==> src/hw/rtl/plf_pkg.sv <==
// plf_pkg: shared types, constants and helpers for the Playfair digraph cipher.
// No dependencies; used by every module of the block.
`timescale 1ns / 1ps

package plf_pkg;

   localparam int SQ_DIM   = 5;
   localparam int SQ_CELLS = 25;
   localparam int CODE_W   = 5;
   localparam int POS_W    = 3;
   localparam int CSR_W    = 50;
   localparam int CSR_IDX_W = 2;

   localparam logic [CODE_W-1:0] CODE_I = 5'd8;
   localparam logic [CODE_W-1:0] CODE_J = 5'd9;

   typedef enum logic [CSR_IDX_W-1:0] {
      CSR_ROWS_FIRST  = 2'd0,
      CSR_ROWS_MIDDLE = 2'd1,
      CSR_ROW_FINAL   = 2'd2,
      CSR_DIRECTION   = 2'd3
   } csr_index_type;

   typedef logic [SQ_CELLS-1:0][CODE_W-1:0] square_type;

   typedef struct packed {
      logic             found;
      logic [POS_W-1:0] row;
      logic [POS_W-1:0] col;
   } loc_type;

   typedef struct packed {
      logic [CODE_W-1:0] first;
      logic [CODE_W-1:0] second;
      logic              missing;
   } result_type;

   // one step along a row or column, with wrap
   function automatic logic [POS_W-1:0] step5(input logic [POS_W-1:0] v, input logic back);
      logic [POS_W-1:0] r;
      if (back) begin
         r = (v == '0) ? POS_W'(SQ_DIM - 1) : v - POS_W'(1);
      end else begin
         r = (v == POS_W'(SQ_DIM - 1)) ? '0 : v + POS_W'(1);
      end
      return r;
   endfunction

   // row * 5 + col
   function automatic logic [CODE_W-1:0] cell_index(input logic [POS_W-1:0] r,
                                                    input logic [POS_W-1:0] c);
      return CODE_W'({r, 2'b00}) + CODE_W'(r) + CODE_W'(c);
   endfunction

endpackage

==> src/hw/rtl/plf_lane.sv <==
// plf_lane: locates one letter in the key square (highest matching entry wins).
// Depends on plf_pkg.
`timescale 1ns / 1ps

module plf_lane (
   input  logic [plf_pkg::CODE_W-1:0] letter,
   input  plf_pkg::square_type        square,
   output plf_pkg::loc_type           loc
);

   logic [plf_pkg::CODE_W-1:0] key;

   assign key = (letter == plf_pkg::CODE_J) ? plf_pkg::CODE_I : letter;

   always_comb begin
      loc = '0;
      for (int k = 0; k < plf_pkg::SQ_CELLS; k++) begin
         if (square[k] == key) begin
            loc.found = 1'b1;
            loc.row   = plf_pkg::POS_W'(k / plf_pkg::SQ_DIM);
            loc.col   = plf_pkg::POS_W'(k % plf_pkg::SQ_DIM);
         end
      end
   end

endmodule

==> src/hw/rtl/plf_merge.sv <==
// plf_merge: combines the two lane positions into the output pair.
// Depends on plf_pkg.
`timescale 1ns / 1ps

module plf_merge (
   input  plf_pkg::loc_type    loc_a,
   input  plf_pkg::loc_type    loc_b,
   input  plf_pkg::square_type square,
   input  logic                back,
   output plf_pkg::result_type result
);

   logic [plf_pkg::CODE_W-1:0] idx_a;
   logic [plf_pkg::CODE_W-1:0] idx_b;

   always_comb begin
      if (loc_a.row == loc_b.row) begin
         idx_a = plf_pkg::cell_index(loc_a.row, plf_pkg::step5(loc_a.col, back));
         idx_b = plf_pkg::cell_index(loc_b.row, plf_pkg::step5(loc_b.col, back));
      end else if (loc_a.col == loc_b.col) begin
         idx_a = plf_pkg::cell_index(plf_pkg::step5(loc_a.row, back), loc_a.col);
         idx_b = plf_pkg::cell_index(plf_pkg::step5(loc_b.row, back), loc_b.col);
      end else begin
         idx_a = plf_pkg::cell_index(loc_a.row, loc_b.col);
         idx_b = plf_pkg::cell_index(loc_b.row, loc_a.col);
      end
   end

   always_comb begin
      if (loc_a.found && loc_b.found) begin
         result.first   = square[idx_a];
         result.second  = square[idx_b];
         result.missing = 1'b0;
      end else begin
         result.first   = '0;
         result.second  = '0;
         result.missing = 1'b1;
      end
   end

endmodule

==> src/hw/rtl/playfair_digraph_cipher.sv <==
// playfair_digraph_cipher: top level, config registers and two-stage pipeline.
// Depends on plf_pkg, plf_lane, plf_merge.
//
//   channel  direction  handshake             payload
//   req      in         req_valid/req_stall   letter_first, letter_second, pair_is_last
//   rsp      out        rsp_valid/rsp_stall   out_first, out_second, out_is_last,
//                                             letter_missing
//   csr      in         csr_wr_en             csr_index, csr_wdata
//
// One item per cycle while rsp is not stalled (lane search stage, merge stage into
// the output register). Reset clears config registers and empties the pipeline.
// A stall on rsp holds the output item; req stalls only when both stages are full.
`timescale 1ns / 1ps

module playfair_digraph_cipher (
   input  logic                          clock,
   input  logic                          reset,
   input  logic                          req_valid,
   output logic                          req_stall,
   input  logic [plf_pkg::CODE_W-1:0]    req_letter_first,
   input  logic [plf_pkg::CODE_W-1:0]    req_letter_second,
   input  logic                          req_pair_is_last,
   output logic                          rsp_valid,
   input  logic                          rsp_stall,
   output logic [plf_pkg::CODE_W-1:0]    rsp_out_first,
   output logic [plf_pkg::CODE_W-1:0]    rsp_out_second,
   output logic                          rsp_out_is_last,
   output logic                          rsp_letter_missing,
   input  logic                          csr_wr_en,
   input  logic [plf_pkg::CSR_IDX_W-1:0] csr_index,
   input  logic [plf_pkg::CSR_W-1:0]     csr_wdata
);

   localparam int HalfW = 10 * plf_pkg::CODE_W;
   localparam int FinalW = 5 * plf_pkg::CODE_W;

   logic [HalfW-1:0]  rows_first_ff;
   logic [HalfW-1:0]  rows_middle_ff;
   logic [FinalW-1:0] row_final_ff;
   logic              direction_ff;
   plf_pkg::square_type square;

   always_ff @(posedge clock) begin
      if (reset) begin
         rows_first_ff  <= '0;
         rows_middle_ff <= '0;
         row_final_ff   <= '0;
         direction_ff   <= 1'b0;
      end else if (csr_wr_en) begin
         case (plf_pkg::csr_index_type'(csr_index))
            plf_pkg::CSR_ROWS_FIRST:  rows_first_ff  <= csr_wdata[HalfW-1:0];
            plf_pkg::CSR_ROWS_MIDDLE: rows_middle_ff <= csr_wdata[HalfW-1:0];
            plf_pkg::CSR_ROW_FINAL:   row_final_ff   <= csr_wdata[FinalW-1:0];
            plf_pkg::CSR_DIRECTION:   direction_ff   <= csr_wdata[0];
            default: ;
         endcase
      end
   end

   assign square = {row_final_ff, rows_middle_ff, rows_first_ff};

   // lanes
   plf_pkg::loc_type loc_a;
   plf_pkg::loc_type loc_b;

   plf_lane u_lane_a (.letter(req_letter_first),  .square(square), .loc(loc_a));
   plf_lane u_lane_b (.letter(req_letter_second), .square(square), .loc(loc_b));

   // stage 1
   logic             s1_valid_ff;
   plf_pkg::loc_type s1_loc_a_ff;
   plf_pkg::loc_type s1_loc_b_ff;
   logic             s1_last_ff;
   logic             s2_ready;
   logic             s1_ready;

   assign s2_ready  = !rsp_valid || !rsp_stall;
   assign s1_ready  = !s1_valid_ff || s2_ready;
   assign req_stall = !s1_ready;

   always_ff @(posedge clock) begin
      if (reset) begin
         s1_valid_ff <= 1'b0;
      end else if (s1_ready) begin
         s1_valid_ff <= req_valid;
      end
   end

   always_ff @(posedge clock) begin
      if (s1_ready && req_valid) begin
         s1_loc_a_ff <= loc_a;
         s1_loc_b_ff <= loc_b;
         s1_last_ff  <= req_pair_is_last;
      end
   end

   // merge and output register
   plf_pkg::result_type result;

   plf_merge u_merge (
      .loc_a(s1_loc_a_ff),
      .loc_b(s1_loc_b_ff),
      .square(square),
      .back(direction_ff),
      .result(result)
   );

   logic                rsp_valid_ff;
   plf_pkg::result_type rsp_result_ff;
   logic                rsp_last_ff;

   always_ff @(posedge clock) begin
      if (reset) begin
         rsp_valid_ff <= 1'b0;
      end else if (s2_ready) begin
         rsp_valid_ff <= s1_valid_ff;
      end
   end

   always_ff @(posedge clock) begin
      if (s2_ready && s1_valid_ff) begin
         rsp_result_ff <= result;
         rsp_last_ff   <= s1_last_ff;
      end
   end

   assign rsp_valid          = rsp_valid_ff;
   assign rsp_out_first      = rsp_result_ff.first;
   assign rsp_out_second     = rsp_result_ff.second;
   assign rsp_out_is_last    = rsp_last_ff;
   assign rsp_letter_missing = rsp_result_ff.missing;

endmodule

==> config.mk <==
export PLATFORM = sky130hd
export DESIGN_NAME = playfair_digraph_cipher
export DESIGN_NICKNAME = d
export VERILOG_FILES = /design/src/hw/rtl/plf_pkg.sv /design/src/hw/rtl/plf_lane.sv /design/src/hw/rtl/plf_merge.sv /design/src/hw/rtl/playfair_digraph_cipher.sv
export SDC_FILE = /design/constraint.sdc
export NUM_CORES = 1
export LEC_CHECK = 0
export BUFFER_PORTS_ARGS = -buffer_cell sky130_fd_sc_hd__buf_2
export CAP_MARGIN = 20
export CORE_ASPECT_RATIO = 1.25
export CORE_MARGIN = 4
export CORE_UTILIZATION = 63
export CTS_CLUSTER_DIAMETER = 100
export DETAILED_ROUTE_END_ITERATION = 8
export PLACE_DENSITY = 0.89
export SLEW_MARGIN = 20
export SYNTH_ARGS = -nofsm -noshare
export SYNTH_HDL_FRONTEND = slang
export SYNTH_HIERARCHICAL = 1
export SYNTH_SLANG_ARGS = --single-unit
==> constraint.sdc <==
create_clock -name clock -period 6.3 [get_ports clock]
set_input_delay 0.63 -clock clock [delete_from_list [all_inputs] [get_ports clock]]
set_output_delay 0.63 -clock clock [all_outputs]
set_load 0.01 [all_outputs]
==> reports/qor.tcl, run 1 <==
set qor(htree_levels) 4
set qor(design.die.area_um2) 24460
set qor(setup-violations-final) 0
set qor(synth_area_per_cell_um2) 8.969
set qor(insertion_delay_ns) 0.43
set qor(port_buffers) 81
set qor(grt_max_degree) 109
set qor(ff2ff_setup_slack_ns) 1.0
set qor(route.antenna.remaining_nets) 0
set qor(clk_pin_slew_ns) 0.07
set qor(largest_cells_by_area_after_synthesis) {dfxtp_1 18%, mux2i_1 15%, xor2_1 9.2%, nand2b_1 8.3%, edfxtp_1 5.8%}
set qor(numCtsBuffers) 17
set qor(final_routed_wire_length_divided_by_cell_count_um) 26.14
set qor(diodes) 0
set qor(vertical_die_dimension_um) 173.9
set qor(grt_pass1_vias) 12197
set qor(avgViaCountPerCell) 6.761
set qor(gpl.final_weighted_congestion) 1.012
set qor(worstSetupPathType) {reg2reg}
set qor(routed_vias) 12495
set qor(endpoint) {rsp_out_second[3]}
set qor(critical_path_arrival_ns) 5.57
set qor(worst_r2r_startpoint) {s1_loc_b_ff[4]}
set qor(fp-row-count) 60
set qor(detailed_place_hpwl_um) 35570
set qor(main_synth_ff_type) {dfxtp_1}
set qor(critical_path.startpoint) {s1_loc_b_ff[4]}
set qor(synth_common_cells) {210 x mux2i_1, 184 x nand2b_1, 145 x xor2_1}
set qor(peak_clock_frequency_supported_by_timing_ghz) 0.1886
set qor(postRouteWirelength_um) 48310
set qor(synth_area_leader_cell) {dfxtp_1}
set qor(placement.setup.worst_slack_ns) 1.034
set qor(final_min_period_over_clock_period) 0.8417
set qor(fin_nets) 1670
set qor(synthesis.instances) 1546
set qor(ios) 82
set qor(post_cts_resize_count) 0
set qor(antenna_found_initial) 0
set qor(reg2reg_to) {rsp_out_second[3]}
set qor(number_of_design_rule_violations_left_by_the_first_detailed_router_iteration) 1738
set qor(floorplan.initialDensity) 0.6413
set qor(syn_area_um2) 13870
set qor(remaining_max_slew_budget_at_the_tightest_pin) 0.2795
set qor(clock_sinks) 155
set qor(finalWorstSetupSlack_ns) 0.9972
set qor(placeableCoreArea_um2) 21620
set qor(final_critical_period_ns) 5.303
set qor(rsz0062_at_grt) {no}
set qor(fin_skew_ns) 0.01068
set qor(power_per_cell_area_nw_per_um2) 283.1
set qor(outcome) {finished clean}
set qor(ys_warn_count) 6
set qor(synthArstFlopShare) 0
set qor(synth-edff-count) 27
set qor(seq_area_frac_synth) 0.2433
set qor(grt_use_met1) 0.4536
set qor(drive_above_1_share) 0.1192
set qor(track_usage) 0.3870
set qor(critPathRequiredTime_ns) 6.56
set qor(cts_setup_buffers) 0
set qor(root_buffer) {clkbuf_16}
set qor(die_x_extent_um) 140.7
set qor(post_synth_num_cell_types) 75
set qor(synth-seq-cells) 155
set qor(drc_errors) 0
set qor(finalMaxSlewViolations) 0
set qor(cts_tree) {yes}
set qor(max-cap-violations) 0
set qor(global_route_wire_length_before_repair_um) 72780
set qor(end_kind) {flop}
set qor(total_power_mw) 4.166
set qor(ctsLongestPathBuffers) 2
set qor(start_kind) {flop}
set qor(gr-max-usage-layer) {met2}
set qor(synth.net_count) 1660
set qor(tns_ns) 0
set qor(timing.final.hold_violations) 0
set qor(hold_bufs_inserted_after_cts) 0
set qor(grt_util_met3) 0.08251
set qor(use_met2) 0.6242
set qor(number_of_cells_on_the_worst_hold_path) 1
set qor(worstRegToRegCells) 13
set qor(total_leakage_power_nw) 6.131
set qor(timing.hold.worst.class) {in2reg}
set qor(drt_pass1_iterations) 6
set qor(grt_total_ovfl) 0
set qor(post-place-cells) 1816
set qor(most_numerous_cell_in_the_yosys_netlist) {mux2i_1}
set qor(synth.top_cell.area_share) 0.1848
set qor(finish.cell_count_without_fillers) 1848
set qor(power.ir.vdd_worst_mv) 0.2147
set qor(tightest_slew_ns) 1.071
set qor(path_max_fanout) 28
set qor(synthToLayoutAreaGrowth_pct) 6.136
report_power, final:
part	internal (mW)	switching [mW]
clock	0.597	0.483
combinational	0.745	1.16
sequential	1.07	0.110
total	2.41	1.75
critical path, stage by stage, from the launching register on:
cell and delay [ns]:
edfxtp_1 0.53, inv_1 0.16, ha_1 0.26, or2_2 0.30
mux4_2 0.52, fa_1 0.57, fa_1 0.44, or4_1 0.52
a31o_2 0.49, nand2_1 0.36, o221ai_1 0.15, a2111oi_0 0.51
a311oi_1 0.10, nor3_1 0.22
registers in the layout, summed over array words and instances (netlist names), 5 cells and up:
signal / count
row_final_ff: 25
rows_first_ff: 50
rows_middle_ff: 50
rsp_out_first: 5
rsp_out_second: 5
s1_loc_a_ff: 7
s1_loc_b_ff: 7
stage by stage:
stage,hold slack (ns),utilization,cell area (um2)
floorplan,0.4003,-,13870
global placement,0.4028,0.6525,14110
detailed placement,0.4045,0.6528,14110
CTS,0.3713,0.6807,14720
global route,0.3675,0.6807,14720
finish,0.3781,0.6807,14720
worst min-delay path by stage:
stage,startpoint,endpoint,slack [ns]
detailed placement,s1_last_ff,rsp_out_is_last,0.40
CTS,req_pair_is_last,s1_last_ff,0.37
global route,req_pair_is_last,s1_last_ff,0.37
floorplan,s1_last_ff,rsp_out_is_last,0.40
global placement,s1_last_ff,rsp_out_is_last,0.40
finish,req_pair_is_last,s1_last_ff,0.38
routing by layer:
layer	vias up	wire length, um
met5	-	0
met4	0	4330
met3	249	4580
met2	799	22200
met1	5913	17200
li1	5534	-
cell usage in the layout (no fill, tap or decap), types with 7 or more instances in the layout:
cell,count
nand2_1,79
a211oi_1,9
mux2_2,19
nor3_1,24
nand2b_1,184
nor2b_1,11
a311oi_1,7
o21ai_0,49
nor4_1,40
fa_1,8
xnor2_1,92
nor2_1,43
and2_1,9
nor3b_1,12
a2111oi_0,10
inv_1,18
buf_4,22
xor2_1,145
clkbuf_16,18
a221oi_1,7
o221ai_1,9
a21o_1,8
ha_1,38
mux2i_1,210
dfxtp_1,128
mux4_2,8
a21oi_1,46
buf_2,80
a22oi_1,7
nand4_1,26
nand3_1,40
or3_1,27
edfxtp_1,27
kinds of logic (layout without fill, tap and decap cells):
| logic type | count (synthesis) | after routing | share of synthesized area |
|---|---|---|---|
| compound gates | 206 | 206 | 0.1013 |
| xor+xnor | 238 | 238 | 0.1517 |
| fa+ha+maj | 46 | 46 | 0.04584 |
| buf+inv | 130 | 153 | 0.05604 |
| flops | 155 | 155 | 0.2433 |
| mux | 237 | 237 | 0.1800 |
| simple gates | 534 | 534 | 0.2218 |
cell type report:
| type | instances | area (um2) |
|---|---|---|
| Clock buffer | 19 | 464.2 |
| Clock inverter | 13 | 138.9 |
| Fill cell | 1731 | 6904 |
| Inverter | 19 | 71.32 |
| Multi-Input combinational cell | 1261 | 9754 |
| Sequential cell | 155 | 3373 |
| Tap cell | 279 | 349.1 |
| Timing Repair Buffer | 102 | 565.5 |
No activity file was read; power rests on OpenSTA's default activity.
==> run 2, diff against run 1 <==
--- a/config.mk
+++ b/config.mk
@@ -9,10 +9,10 @@
 export CAP_MARGIN = 20
 export CORE_ASPECT_RATIO = 1.25
 export CORE_MARGIN = 4
-export CORE_UTILIZATION = 63
+export CORE_UTILIZATION = 57
 export CTS_CLUSTER_DIAMETER = 100
 export DETAILED_ROUTE_END_ITERATION = 8
-export PLACE_DENSITY = 0.89
+export PLACE_DENSITY = 0.85
 export SLEW_MARGIN = 20
 export SYNTH_ARGS = -nofsm -noshare
 export SYNTH_HDL_FRONTEND = slang
==> constraint.sdc (replaced) <==
create_clock -name clock -period 4.7 [get_ports clock]
set_input_delay 0.47 -clock clock [delete_from_list [all_inputs] [get_ports clock]]
set_output_delay 0.47 -clock clock [all_outputs]
set_load 0.01 [all_outputs]
==> reports/qor.tcl, run 2 (synthesis results as in run 1) <==
set qor(fin_util) 0.6325
set qor(htree_levels) 4
set qor(peak_clock_frequency_supported_by_timing_ghz) 0.2213
set qor(leading_cell_type_in_the_layout_fill_and_taps_excluded) {mux2i_1}
set qor(total_power_mw) 5.744
set qor(drt_pass1_iterations) 9
set qor(insertion_delay_ns) 0.44
set qor(max-cap-violations) 0
set qor(filler_instances) 2026
set qor(drc_errors) 0
set qor(total_leakage_power_nw) 6.284
set qor(start_kind) {flop}
set qor(layout_top_registers) {rows_first_ff (50), rows_middle_ff (50), row_final_ff (25)}
set qor(final_min_period_over_clock_period) 0.9612
set qor(power.ir.vdd_worst_mv) 0.3950
set qor(final_routed_wire_length_divided_by_cell_count_um) 25.61
set qor(postRouteWirelength_um) 49300
set qor(critical_path_arrival_ns) 4.79
set qor(synthToLayoutAreaGrowth_pct) 8.582
set qor(rsz0062_at_grt) {no}
set qor(floorplan.initialDensity) 0.5825
set qor(diodes) 0
set qor(most_frequent_cells_in_the_layout) {210 x mux2i_1, 184 x nand2b_1, 145 x xor2_1, 128 x dfxtp_1, 92 x xnor2_1}
set qor(grt_total_ovfl) 0
set qor(number_of_design_rule_violations_left_by_the_first_detailed_router_iteration) 1717
set qor(area.sequential_um2) 3373
set qor(holdWs_ns) 0.2140
set qor(setup-violations-final) 0
set qor(placeableCoreArea_um2) 23810
set qor(routed_vias) 12609
set qor(outcome) {finished clean}
set qor(route.antenna.remaining_nets) 0
set qor(timing.hold.worst.class) {in2reg}
set qor(track_usage) 0.3601
set qor(detailed_place_hpwl_um) 36070
set qor(finalMaxSlewViolations) 0
set qor(placement.setup.worst_slack_ns) -0.1647
set qor(fin_skew_ns) 0.009702
set qor(ctsLongestPathBuffers) 2
set qor(port_buffers) 81
set qor(remaining_max_slew_budget_at_the_tightest_pin) 0.3081
set qor(power_per_cell_area_nw_per_um2) 381.5
set qor(timing.final.hold_violations) 0
set qor(multiInputGateArea_um2) 9789
set qor(vertical_die_dimension_um) 182.4
set qor(die_x_extent_um) 147.5
set qor(path_max_fanout) 5
set qor(ios) 82
set qor(drive_above_1_share) 0.1375
set qor(grt_max_degree) 118
set qor(root_buffer) {clkbuf_16}
set qor(numCtsBuffers) 17
set qor(cts_tree) {yes}
set qor(clk_pin_slew_ns) 0.07
set qor(design.die.area_um2) 26900
set qor(fin_nets) 1702
set qor(global_route_wire_length_before_repair_um) 73880
set qor(avgViaCountPerCell) 6.550
set qor(fp-row-count) 63
set qor(tightest_slew_ns) 1.031
set qor(worstSetupPathType) {reg2reg}
set qor(final_critical_period_ns) 4.518
set qor(finalWorstSetupSlack_ns) 0.1822
set qor(end_kind) {flop}
set qor(clock_sinks) 155
set qor(antenna_found_initial) 0
set qor(gpl.final_weighted_congestion) 1.043
set qor(critPathRequiredTime_ns) 4.98
set qor(grt_pass1_vias) 12252
==> run 2: power by group <==
group / switching [mW] / total [mW] / leakage [nW] / internal [mW]
clock: 0.575 / 1.39 / 0.286 / 0.819
sequential: 0.141 / 1.58 / 1.31 / 1.44
combinational: 1.61 / 2.77 / 4.69 / 1.16
==> run 2: worst paths after layout <==
kind | cells after the start | to | from | slack, ns
worst max-delay path | 13 | rsp_out_second[1] | s1_loc_b_ff[4] | 0.18
worst min-delay path | 1 | s1_last_ff | req_pair_is_last | 0.21
worst max register to register | 13 | rsp_out_second[1] | s1_loc_b_ff[4] | 0.18
worst min register to register | 0 | rsp_out_is_last | s1_last_ff | 0.42
==> run 2: per-layer routing <==
metal | GRT usage | vias to the layer above | routed length, um
met5 | 0 | - | 0
met4 | 0.2924 | 0 | 5005
met3 | 0.07178 | 258 | 4458
met2 | 0.5614 | 780 | 21720
met1 | 0.4288 | 5954 | 18110
li1 | - | 5617 | -
==> run 2: critical path: stages, from the launching register on <==
cell	delay, ns
edfxtp_1	0.35
inv_1	0.09
ha_1	0.20
or2_2	0.29
mux4_2	0.51
fa_1	0.55
fa_1	0.42
or4_4	0.47
a31o_4	0.31
mux2_2	0.24
o221ai_1	0.14
a2111oi_2	0.48
a311oi_1	0.11
nor3_1	0.22
==> run 2: what timing repair did <==
item	CTS	global route
cloned	0	1
endpoints found under the setup margin	2	5
hold buffers	0	0
hold endpoints to repair	0	0
buffers inserted	0	2
gates resized for setup	4	7
pin swaps	0	6
==> run 2: final cells by class <==
type                       instances  area share
multi-input combinational       1262      0.6502
clock buffer                      23     0.03391
clock inverter                     8    0.005402
tap                              325     0.02701
timing repair buffer             133     0.05468
inverter                          19    0.004737
sequential                       155      0.2241
==> run 2: per-stage QoR <==
step	instance area (um2)	cells	TNS, ns
6_report	15060	1925	0
5_1_grt	15060	1925	0
4_1_cts	14990	1922	0
3_5_place_dp	14390	1891	-0.2452
3_3_place_gp	14390	1891	-0.06227
2_1_floorplan	13870	1546	0
